File: config.mk
export PLATFORM = sky130hd
export DESIGN_NAME = x86_64_instruction_encoder_unit
export DESIGN_NICKNAME = d
export VERILOG_FILES = /design/src/rtl/core/x86enc_pkg.sv /design/src/rtl/core/x86_64_instruction_encoder_unit.sv
export SDC_FILE = /design/constraint.sdc
export NUM_CORES = 1
export LEC_CHECK = 0
export BUFFER_PORTS_ARGS = -buffer_cell sky130_fd_sc_hd__buf_4
export CORE_MARGIN = 3
export CORE_UTILIZATION = 56
export DETAILED_ROUTE_END_ITERATION = 6
export PLACE_DENSITY = 0.85
export SYNTH_ARGS = -nofsm -noshare
export SYNTH_HDL_FRONTEND = slang
export SYNTH_SLANG_ARGS = --single-unit
File: constraint.sdc
create_clock -name clk -period 4 [get_ports clk]
set_input_delay 0.4 -clock clk [delete_from_list [all_inputs] [get_ports clk]]
set_output_delay 0.4 -clock clk [all_outputs]
set_load 0.02 [all_outputs]
File: src/rtl/core/x86enc_pkg.sv
`default_nettype none

package x86enc_pkg;

    localparam int MAX_BYTES = 10;
    localparam int CNT_W     = 4;

    typedef enum logic [4:0] {
        KIND_MOV8_IMM    = 5'd0,
        KIND_MOV32_IMM   = 5'd1,
        KIND_MOV32_REG   = 5'd2,
        KIND_MOV32_STORE = 5'd3,
        KIND_MOV64_IMM   = 5'd4,
        KIND_MOV64_REG   = 5'd5,
        KIND_MOV64_STORE = 5'd6,
        KIND_ALU32_REG   = 5'd7,
        KIND_ALU32_IMM   = 5'd8,
        KIND_ALU64_REG   = 5'd9,
        KIND_ALU64_IMM   = 5'd10,
        KIND_PUSH_REG    = 5'd11,
        KIND_PUSH_IMM8   = 5'd12,
        KIND_PUSH_IMM32  = 5'd13,
        KIND_POP_REG     = 5'd14,
        KIND_JMP_REL8    = 5'd15,
        KIND_JCC_REL8    = 5'd16,
        KIND_JMP_REL32   = 5'd17,
        KIND_JCC_REL32   = 5'd18,
        KIND_SYSCALL     = 5'd19
    } kind_t;

    localparam logic [7:0] PFX_REXW       = 8'h48;
    localparam logic [7:0] OPC_MOV_RM     = 8'h89;
    localparam logic [7:0] OPC_GRP1_IMM32 = 8'h81;
    localparam logic [7:0] OPC_MOV_IMM32  = 8'hB8;
    localparam logic [7:0] OPC_MOV_IMM8   = 8'hB0;
    localparam logic [7:0] OPC_ESCAPE     = 8'h0F;
    localparam logic [7:0] OPC_JMP32      = 8'hE9;
    localparam logic [7:0] OPC_JMP8       = 8'hEB;
    localparam logic [7:0] OPC_PUSH_IMM8  = 8'h6A;
    localparam logic [7:0] OPC_PUSH_IMM32 = 8'h68;
    localparam logic [7:0] MODRM_REGREG   = 8'hC0;
    localparam logic [7:0] OPC_PUSH_REG   = 8'h50;
    localparam logic [7:0] OPC_POP_REG    = 8'h58;
    localparam logic [7:0] OPC_JCC8       = 8'h70;
    localparam logic [7:0] OPC_JCC32      = 8'h80;
    localparam logic [7:0] OPC_SYSCALL    = 8'h05;
    localparam logic [2:0] RM_RIP         = 3'b101;
    localparam logic [2:0] ALU_RM_LOW     = 3'b001;
    localparam logic [2:0] ALU_ACC_LOW    = 3'b101;

    typedef struct packed {
        logic [MAX_BYTES-1:0][7:0] bytes;
        logic [CNT_W-1:0]          count;
    } enc_t;

    function automatic enc_t encode(
        input kind_t       kind,
        input logic [2:0]  ra,
        input logic [2:0]  rb,
        input logic [2:0]  op,
        input logic [3:0]  cc,
        input logic [63:0] imm
    );
        enc_t                  e;
        logic [5:0][7:0]       alu_body;
        logic [CNT_W-1:0]      alu_len;
        logic [7:0]            regreg;
        logic [7:0]            ripst;
        logic [7:0]            alu_rm;
        e        = '0;
        alu_body = '0;
        regreg   = MODRM_REGREG | {2'b00, ra, rb};
        ripst    = {2'b00, ra, RM_RIP};
        alu_rm   = {2'b00, op, ALU_RM_LOW};
        if (ra == 3'd0)
        begin
            alu_body[0]   = {2'b00, op, ALU_ACC_LOW};
            alu_body[4:1] = imm[31:0];
            alu_len       = CNT_W'(5);
        end
        else
        begin
            alu_body[0]   = OPC_GRP1_IMM32;
            alu_body[1]   = MODRM_REGREG | {2'b00, op, ra};
            alu_body[5:2] = imm[31:0];
            alu_len       = CNT_W'(6);
        end
        unique case (kind)
            KIND_MOV8_IMM:
            begin
                e.bytes[0] = OPC_MOV_IMM8 + {5'b0, ra};
                e.bytes[1] = imm[7:0];
                e.count    = CNT_W'(2);
            end
            KIND_MOV32_IMM:
            begin
                e.bytes[0]   = OPC_MOV_IMM32 + {5'b0, ra};
                e.bytes[4:1] = imm[31:0];
                e.count      = CNT_W'(5);
            end
            KIND_MOV32_REG:
            begin
                e.bytes[0] = OPC_MOV_RM;
                e.bytes[1] = regreg;
                e.count    = CNT_W'(2);
            end
            KIND_MOV32_STORE:
            begin
                e.bytes[0]   = OPC_MOV_RM;
                e.bytes[1]   = ripst;
                e.bytes[5:2] = imm[31:0];
                e.count      = CNT_W'(6);
            end
            KIND_MOV64_IMM:
            begin
                e.bytes[0]   = PFX_REXW;
                e.bytes[1]   = OPC_MOV_IMM32 + {5'b0, ra};
                e.bytes[9:2] = imm;
                e.count      = CNT_W'(10);
            end
            KIND_MOV64_REG:
            begin
                e.bytes[0] = PFX_REXW;
                e.bytes[1] = OPC_MOV_RM;
                e.bytes[2] = regreg;
                e.count    = CNT_W'(3);
            end
            KIND_MOV64_STORE:
            begin
                e.bytes[0]   = PFX_REXW;
                e.bytes[1]   = OPC_MOV_RM;
                e.bytes[2]   = ripst;
                e.bytes[6:3] = imm[31:0];
                e.count      = CNT_W'(7);
            end
            KIND_ALU32_REG:
            begin
                e.bytes[0] = alu_rm;
                e.bytes[1] = regreg;
                e.count    = CNT_W'(2);
            end
            KIND_ALU32_IMM:
            begin
                e.bytes[5:0] = alu_body;
                e.count      = alu_len;
            end
            KIND_ALU64_REG:
            begin
                e.bytes[0] = PFX_REXW;
                e.bytes[1] = alu_rm;
                e.bytes[2] = regreg;
                e.count    = CNT_W'(3);
            end
            KIND_ALU64_IMM:
            begin
                e.bytes[0]   = PFX_REXW;
                e.bytes[6:1] = alu_body;
                e.count      = alu_len + CNT_W'(1);
            end
            KIND_PUSH_REG:
            begin
                e.bytes[0] = OPC_PUSH_REG + {5'b0, ra};
                e.count    = CNT_W'(1);
            end
            KIND_PUSH_IMM8:
            begin
                e.bytes[0] = OPC_PUSH_IMM8;
                e.bytes[1] = imm[7:0];
                e.count    = CNT_W'(2);
            end
            KIND_PUSH_IMM32:
            begin
                e.bytes[0]   = OPC_PUSH_IMM32;
                e.bytes[4:1] = imm[31:0];
                e.count      = CNT_W'(5);
            end
            KIND_POP_REG:
            begin
                e.bytes[0] = OPC_POP_REG + {5'b0, ra};
                e.count    = CNT_W'(1);
            end
            KIND_JMP_REL8:
            begin
                e.bytes[0] = OPC_JMP8;
                e.bytes[1] = imm[7:0];
                e.count    = CNT_W'(2);
            end
            KIND_JCC_REL8:
            begin
                e.bytes[0] = OPC_JCC8 + {4'b0, cc};
                e.bytes[1] = imm[7:0];
                e.count    = CNT_W'(2);
            end
            KIND_JMP_REL32:
            begin
                e.bytes[0]   = OPC_JMP32;
                e.bytes[4:1] = imm[31:0];
                e.count      = CNT_W'(5);
            end
            KIND_JCC_REL32:
            begin
                e.bytes[0]   = OPC_ESCAPE;
                e.bytes[1]   = OPC_JCC32 + {4'b0, cc};
                e.bytes[5:2] = imm[31:0];
                e.count      = CNT_W'(6);
            end
            KIND_SYSCALL:
            begin
                e.bytes[0] = OPC_ESCAPE;
                e.bytes[1] = OPC_SYSCALL;
                e.count    = CNT_W'(2);
            end
            default:
            begin
                e.count = '0;
            end
        endcase
        return e;
    endfunction

endpackage

`default_nettype wire

File: src/rtl/core/x86_64_instruction_encoder_unit.sv
`default_nettype none

// Encodes one x86-64 instruction request per input item into its machine code, sent out
// one byte per output item with tlast on the final byte. An instruction of N bytes
// (1 to 10) leaves as N byte items on the single byte lane, stalling on m_axis_tready;
// the next request is taken in the cycle its predecessor's last byte leaves, so
// instructions stream with no gap. Unknown kinds (20 to 31) are accepted and emit nothing.
module x86_64_instruction_encoder_unit
    import x86enc_pkg::*;
(
    input  wire logic        clk,
    input  wire logic        rst_n,
    input  wire logic        s_axis_tvalid,
    output logic             s_axis_tready,
    // reg_a[2:0], reg_b[5:3], alu_op[8:6], cond_code[12:9], immediate[76:13], zero pad
    input  wire logic [79:0] s_axis_tdata,
    // kind[4:0]
    input  wire logic [4:0]  s_axis_tuser,
    output logic             m_axis_tvalid,
    input  wire logic        m_axis_tready,
    // code_byte[7:0]
    output logic [7:0]       m_axis_tdata,
    output logic             m_axis_tlast
);

    enc_t                      enc;
    logic                      in_fire;
    logic                      out_fire;
    logic                      done;

    logic [MAX_BYTES-1:0][7:0] buf_reg;
    logic [CNT_W-1:0]          idx_reg,  idx_next;
    logic [CNT_W-1:0]          last_reg, last_next;
    logic                      busy_reg, busy_next;

    assign enc = encode(kind_t'(s_axis_tuser[4:0]),
                        s_axis_tdata[2:0],
                        s_axis_tdata[5:3],
                        s_axis_tdata[8:6],
                        s_axis_tdata[12:9],
                        s_axis_tdata[76:13]);

    assign out_fire      = busy_reg && m_axis_tready;
    assign done          = out_fire && (idx_reg == last_reg);
    assign s_axis_tready = !busy_reg || done;
    assign in_fire       = s_axis_tvalid && s_axis_tready;

    assign m_axis_tvalid = busy_reg;
    assign m_axis_tdata  = buf_reg[idx_reg];
    assign m_axis_tlast  = (idx_reg == last_reg);

    always_comb
    begin
        idx_next  = idx_reg;
        last_next = last_reg;
        busy_next = busy_reg;
        if (in_fire)
        begin
            idx_next  = '0;
            last_next = enc.count - CNT_W'(1);
            busy_next = (enc.count != '0);
        end
        else if (out_fire)
        begin
            // advance to the next byte, or drop busy after the last one
            if (done)
            begin
                busy_next = 1'b0;
            end
            else
            begin
                idx_next = idx_reg + CNT_W'(1);
            end
        end
    end

    always_ff @(posedge clk or negedge rst_n)
    begin
        if (!rst_n)
        begin
            idx_reg  <= '0;
            last_reg <= '0;
            busy_reg <= 1'b0;
        end
        else
        begin
            idx_reg  <= idx_next;
            last_reg <= last_next;
            busy_reg <= busy_next;
        end
    end

    always_ff @(posedge clk)
    begin
        if (in_fire)
        begin
            buf_reg <= enc.bytes;
        end
    end

endmodule

`default_nettype wire
* Yosys cells after proc, flatten, opt, wreduce, memory -nomap -nowiden
Index checks and enable logic that the tools add are counted.
** Operators by class
- $add $sub $neg :: 9
- Multiply operators :: 0
- Divide/modulo/power cells :: 0
- $lt $le $gt $ge :: 1
- Eq/ne operators :: 21
- Shift-type cells :: 0
- Multiplexer cells :: 18
- Bitwise gates (word level) :: 0
- Reduce and logical (&&, ||, !) cells :: 24
** Operator list (number)
- $pmux 8 s14 :: 1
- $pmux 16 s5 :: 1
- $pmux 8 s10 :: 1
- $pmux 8 s6 :: 1
- $eq 5x4->1 const B :: 8
- $mux 40 :: 1
- $pmux 4 s9 :: 1
- $bmux 8 s4 :: 1
- $pmux 8 s4 :: 1
- $pmux 8 s3 :: 1
- $eq 5x3->1 const B :: 4
- $eq 5x5->1 const B :: 4
- $add 7x3->8 const A :: 2
- $add 8x3->8 const A :: 2
- $mux 8 :: 2
- $reduce_or 2->1 :: 7
- $reduce_or 7->1 :: 2
- $mux 4 :: 3
- $eq 5x2->1 const B :: 2
- $add 7x4->8 const A :: 1
- $add 8x4->8 const A :: 1
- $reduce_or 3->1 :: 2
- $eq 5x1->1 const B :: 1
- $logic_not 5->1 :: 1
- 16 further kinds :: 22
** Storage, ports and cells
- Register bits :: 89
- Bits in latches :: 0
- Bits in writable memories :: 0
- Bits in read-only memories :: 0
- Bits of input ports :: 89
- Output and inout bits :: 11
- Word-level logic and storage cells :: 86
- Memories kept :: 0

* Logic depth before layout (Yosys ltp)
- Word-level depth :: 6
- Mapped depth :: 12
- Depth with buffers taken out :: 9

* Worst setup path before layout
No wires, ideal clock.
- Path type :: register to register
- Start :: register idx_reg[0]
- End :: register last_reg[0]
- Library setup time :: 126 ps
- Arrival time :: 2921 ps
- Required time :: 3874 ps
- Path slack :: 953 ps
- Cell stages (with the launch flop) :: 8
- Path buffers :: 2
- Clock period less this slack :: 3047 ps
- Path through :: dfrtp_1 > buf_2 > xnor2_1 > and4_1 > a21bo_2 > and2_1 > buf_2 > mux2_2
** On the way
- Cells in the longest elaborated chain, start to end :: 4
** Ends and longest elaborated chain
- from (decl) :: line x86_64_instruction_encoder_unit.sv:32 : logic [CNT_W-1:0] idx_reg, idx_next;
- from (signal assigned) :: line x86_64_instruction_encoder_unit.sv:87 : idx_reg <= idx_next;
- $eq 4x4->1
- named net m_axis_tlast :: line x86_64_instruction_encoder_unit.sv:23 : output logic m_axis_tlast
- $logic_and 1x1->1 :: line x86_64_instruction_encoder_unit.sv:44 : assign done = out_fire && (idx_reg == last_reg);
- $logic_or 1x1->1 :: line x86_64_instruction_encoder_unit.sv:45 : assign s_axis_tready = !busy_reg || done;
- named net s_axis_tready :: line x86_64_instruction_encoder_unit.sv:14 : output logic s_axis_tready,
- $logic_and 1x1->1 :: line x86_64_instruction_encoder_unit.sv:46 : assign in_fire = s_axis_tvalid && s_axis_tready;
- named net in_fire :: line x86_64_instruction_encoder_unit.sv:27 : logic in_fire;
- to (signal assigned) :: line x86_64_instruction_encoder_unit.sv:88 : last_reg <= last_next;
- to (decl) :: line x86_64_instruction_encoder_unit.sv:33 : logic [CNT_W-1:0] last_reg, last_next;
The timed path passes the listed nets, and every way through them passes these cells.
A chain may end at the register's enable or synchronous reset.

* Worst setup path after layout
- Start :: register idx_reg[0]
- End :: output port m_axis_tdata[6]
** On the way
- Cells in the longest elaborated chain, start to end :: 2
** Ends and longest elaborated chain
- $bmux 8 s4 :: line x86_64_instruction_encoder_unit.sv:49 : assign m_axis_tdata = buf_reg[idx_reg];
- $mux 8 (not written as such) :: line x86_64_instruction_encoder_unit.sv:49
- to (decl) :: line x86_64_instruction_encoder_unit.sv:22 : output logic [7:0] m_axis_tdata,
No other way between the ends. The select of a mux whose other input is x is not followed.

==> results.yml <==
floorplanning:
  die_w_um: 105
  num_rows: 35
  fp.dieArea_um2: 10900
  io_pins: 100
  die_h_um: 105
  start_util_pct: 58.4
  core_area_um2: 9330
timing:
  tightest_slew_ns: 0.854
  fin_skew_ns: 0.0125
  fmax_mhz: 371
  fin_ws_ns: 1.31
  hold_viol: 0
  slew_viol_final: 0
  rsz0062_at_grt: "no"
  period_needed_ns: 2.69
  hold-worst-slack_ns: 0.315
  max-slew-margin-rel_pct: 43.1
  tns_ns: 0
  setup_violations: 0
  fin_crit_sh_pct: 67.3
pwr:
  vdd_drop_max_v: 0.000235
  power_switching_uw: 1230
  p_int_uw: 2110
  power_density_nw_per_um2: 525
  power_frac_comb_pct: 40.8
  p_seq_share_pct: 40.6
  leakagePower_uw: 0.00253
  switching_share_pct: 36.8
  pwr-share-clk_pct: 18.6
detailed_routing:
  drt_wl_total_um: 15300
  first_pass_iters: 6
  drt-initial-drc-count: 506
  drcViolationCount: 0
  ant_nets: 0
  wl_per_cell_um: 22.0
  avgViaCountPerCell: 6.58
  via_count: 4560
cts:
  cts_root_buf: "clkbuf_8"
  cts_buffers: 9
  cts_tree: "built"
  cts.sinks: 89
  clk_path_buf_depth: 2
  post_cts_resized: 0
  cts_setup_buffers: 0
  postCtsHoldBufs: 1
  clock_latency_ns: 0.36
  htreeDepth: 3
  clk_pin_slew_ns: 0.10
grt:
  grt_pass1_vias: 4451
  track_usage_pct: 28.2
  antenna_found_initial: 0
  overflow: 0
  grt_pass1_wl_um: 24400
  grt_start_max_net_pins: 55
placed_design:
  place.detailed.hpwl_um: 10800
  gp_congestion: 0.903
  port_buffers: 96
  placed_area_um2: 6170
  dp_worst_setup_slack_ns: 1.12
min_path:
  hp-start: "s_axis_tvalid"
  hold_path.class: "input port to flop"
logic_synthesis:
  avgSynthCellArea_um2: 11.1
  syn-instance-count: 489
  synth_fa_ha_area_share_pct: 0.460
  synth_mux_area_share_pct: 8.90
  async_flop_share_pct: 10.1
  synth_xor_area_share_pct: 1.93
  yosysWarningCount: 0
  synth-main-ff-cell: "edfxtp_1"
  synth_area_um2: 5440
  ys_ff_latch: 89
  synth_top_family_by_area: "compound AO/OA/AOI/OAI gates"
  ys_types: 63
  synth.yosys.seq_area_share_pct: 48.3
  synth_nets: 580
  synth_compound_area_share_pct: 21.9
  synth_edf_count: 80
  yosys.area_share.simple_pct: 14.0
critical_path:
  r2r-start: "idx_reg[0]"
  required_ns: 3.60
  arrival_ns: 2.29
  cp-startpoint: "idx_reg[0]"
  end_kind: "output port"
  cp_max_fo: 28
  worstSetupPathType: "flop to output port"
  crit_path_start_kind: "flop"
layout:
  drive_above_1_share_pct: 30.1
  area_delta_synth_final_pct: 17.2
  fin_area_um2: 6380
  antenna_cells: 0
  nNetsFinal: 650
  largest_reg_flops: 80
job:
  drv_cap: 0
status:
  status: "finished clean"
## metrics by stage
| step | util (%) | instances | power [µW] |
|---|---|---|---|
| after floorplan | - | 489 | 2280 |
| after global routing | 68.4 | 693 | 3520 |
| final | 68.4 | 693 | 3350 |
| after global placement | 66.1 | 676 | 2700 |
| after detailed placement | 66.1 | 676 | 2740 |
| after CTS | 68.4 | 693 | 3350 |
## worst max-delay path: stages, from the launching register on
cell and delay, ns:
dfrtp_1 0.33, buf_4 0.44, mux4_2 0.62, a21oi_1 0.20, o21ai_0 0.13, buf_4 0.20
## cell usage after synthesis, types with 2 or more instances
library cell / count / share of area (%)
mux2i_1: 9 / 1.7
nor3_1: 11 / 1.0
a21oi_1: 42 / 3.9
nand2b_1: 7 / 0.80
ha_1: 2 / 0.46
buf_4: 2 / 0.28
o32ai_1: 2 / 0.32
buf_1: 7 / 0.48
xnor2_1: 8 / 1.3
o221ai_1: 3 / 0.48
a21o_2: 11 / 1.8
buf_2: 11 / 1.0
a22o_1: 28 / 4.5
xor2_1: 4 / 0.64
and2_1: 2 / 0.23
buf_6: 5 / 1.0
or2_2: 3 / 0.34
nand3b_1: 3 / 0.41
a221o_2: 3 / 0.62
a221o_1: 5 / 0.92
o21ai_0: 18 / 1.7
clkbuf_1: 20 / 1.4
o211ai_1: 4 / 0.55
mux4_2: 16 / 6.6
a31oi_1: 5 / 0.57
edfxtp_1: 80 / 44
a22oi_1: 3 / 0.41
mux2_2: 3 / 0.62
nand2_1: 26 / 1.8
nand3_1: 19 / 1.7
nor2b_1: 4 / 0.46
a32o_1: 4 / 0.74
a221oi_1: 4 / 0.64
and3_1: 24 / 2.8
nand4_1: 2 / 0.23
or3_4: 2 / 0.41
a21o_1: 9 / 1.2
or3_1: 3 / 0.34
a22o_2: 6 / 1.1
dfrtp_1: 9 / 4.1
a41oi_1: 2 / 0.32
nor2_1: 33 / 2.3
inv_1: 5 / 0.34
## kinds of logic (layout without fill, tap and decap cells)
logic type      Yosys count  after routing
compound gates          162            162
simple gates            146            146
flops                    89             89
buf+inv                  50            125
mux                      28             28
xor+xnor                 12             12
fa+ha+maj                 2              2
## path summary, 6_finish.rpt
| path | end | slack [ns] | depth (start not counted) |
|---|---|---|---|
| max | m_axis_tdata[6] | 1.31 | 5 |
| min | m_axis_tvalid | 0.31 | 3 |
| max reg2reg | buf_reg[23] | 1.49 | 6 |
| min reg2reg | last_reg[0] | 0.54 | 1 |
| max in group asynchronous | idx_reg[0] | 3.47 | 2 |
| min in group asynchronous | last_reg[1] | 0.38 | 2 |
## layout by cell type, fill, tap and decap left out, types with 4 or more instances in the layout
cell,count
o211ai_1,4
xnor2_1,8
nor2b_1,4
dfrtp_1,9
a22o_1,28
nand2_1,26
nand2b_1,7
inv_1,5
a31oi_1,5
a221o_1,5
xor2_1,4
a221oi_1,4
a32o_1,4
mux4_2,16
a21o_1,9
and3_1,24
mux2i_1,9
a22o_2,6
buf_4,102
edfxtp_1,80
nor3_1,10
clkbuf_8,9
nand3_1,19
nor2_1,33
a21oi_1,42
o21ai_0,18
a21o_2,11
## metal layers
layer  GRT usage (%)  routed length (µm)  up-vias
li1                -                   -     2058
met1            38.4                6090     2210
met2            46.7                7490      256
met3            4.63                1310       36
met4            8.62                 379        0
met5               0                   0        -
## power groups by stage
stage               registers (µW)  clock network (µW)  logic, µW
global placement              1370                   0       1330
floorplan                     1350                   0        926
finish                        1360                 621       1370
CTS                           1360                 627       1360
detailed placement            1380                   0       1360
global route                  1380                 665       1480
## layout make-up
| type | count | area, µm² |
|---|---|---|
| clock inverters | 7 | 75.1 |
| repair buffers | 104 | 796 |
| flip-flops and latches | 89 | 2630 |
| multi-input cells | 350 | 2580 |
| fillers | 704 | 2950 |
| clock buffers | 9 | 124 |
| well taps | 129 | 161 |
| inverters | 5 | 18.8 |
No activity file was read; power rests on OpenSTA's default activity.
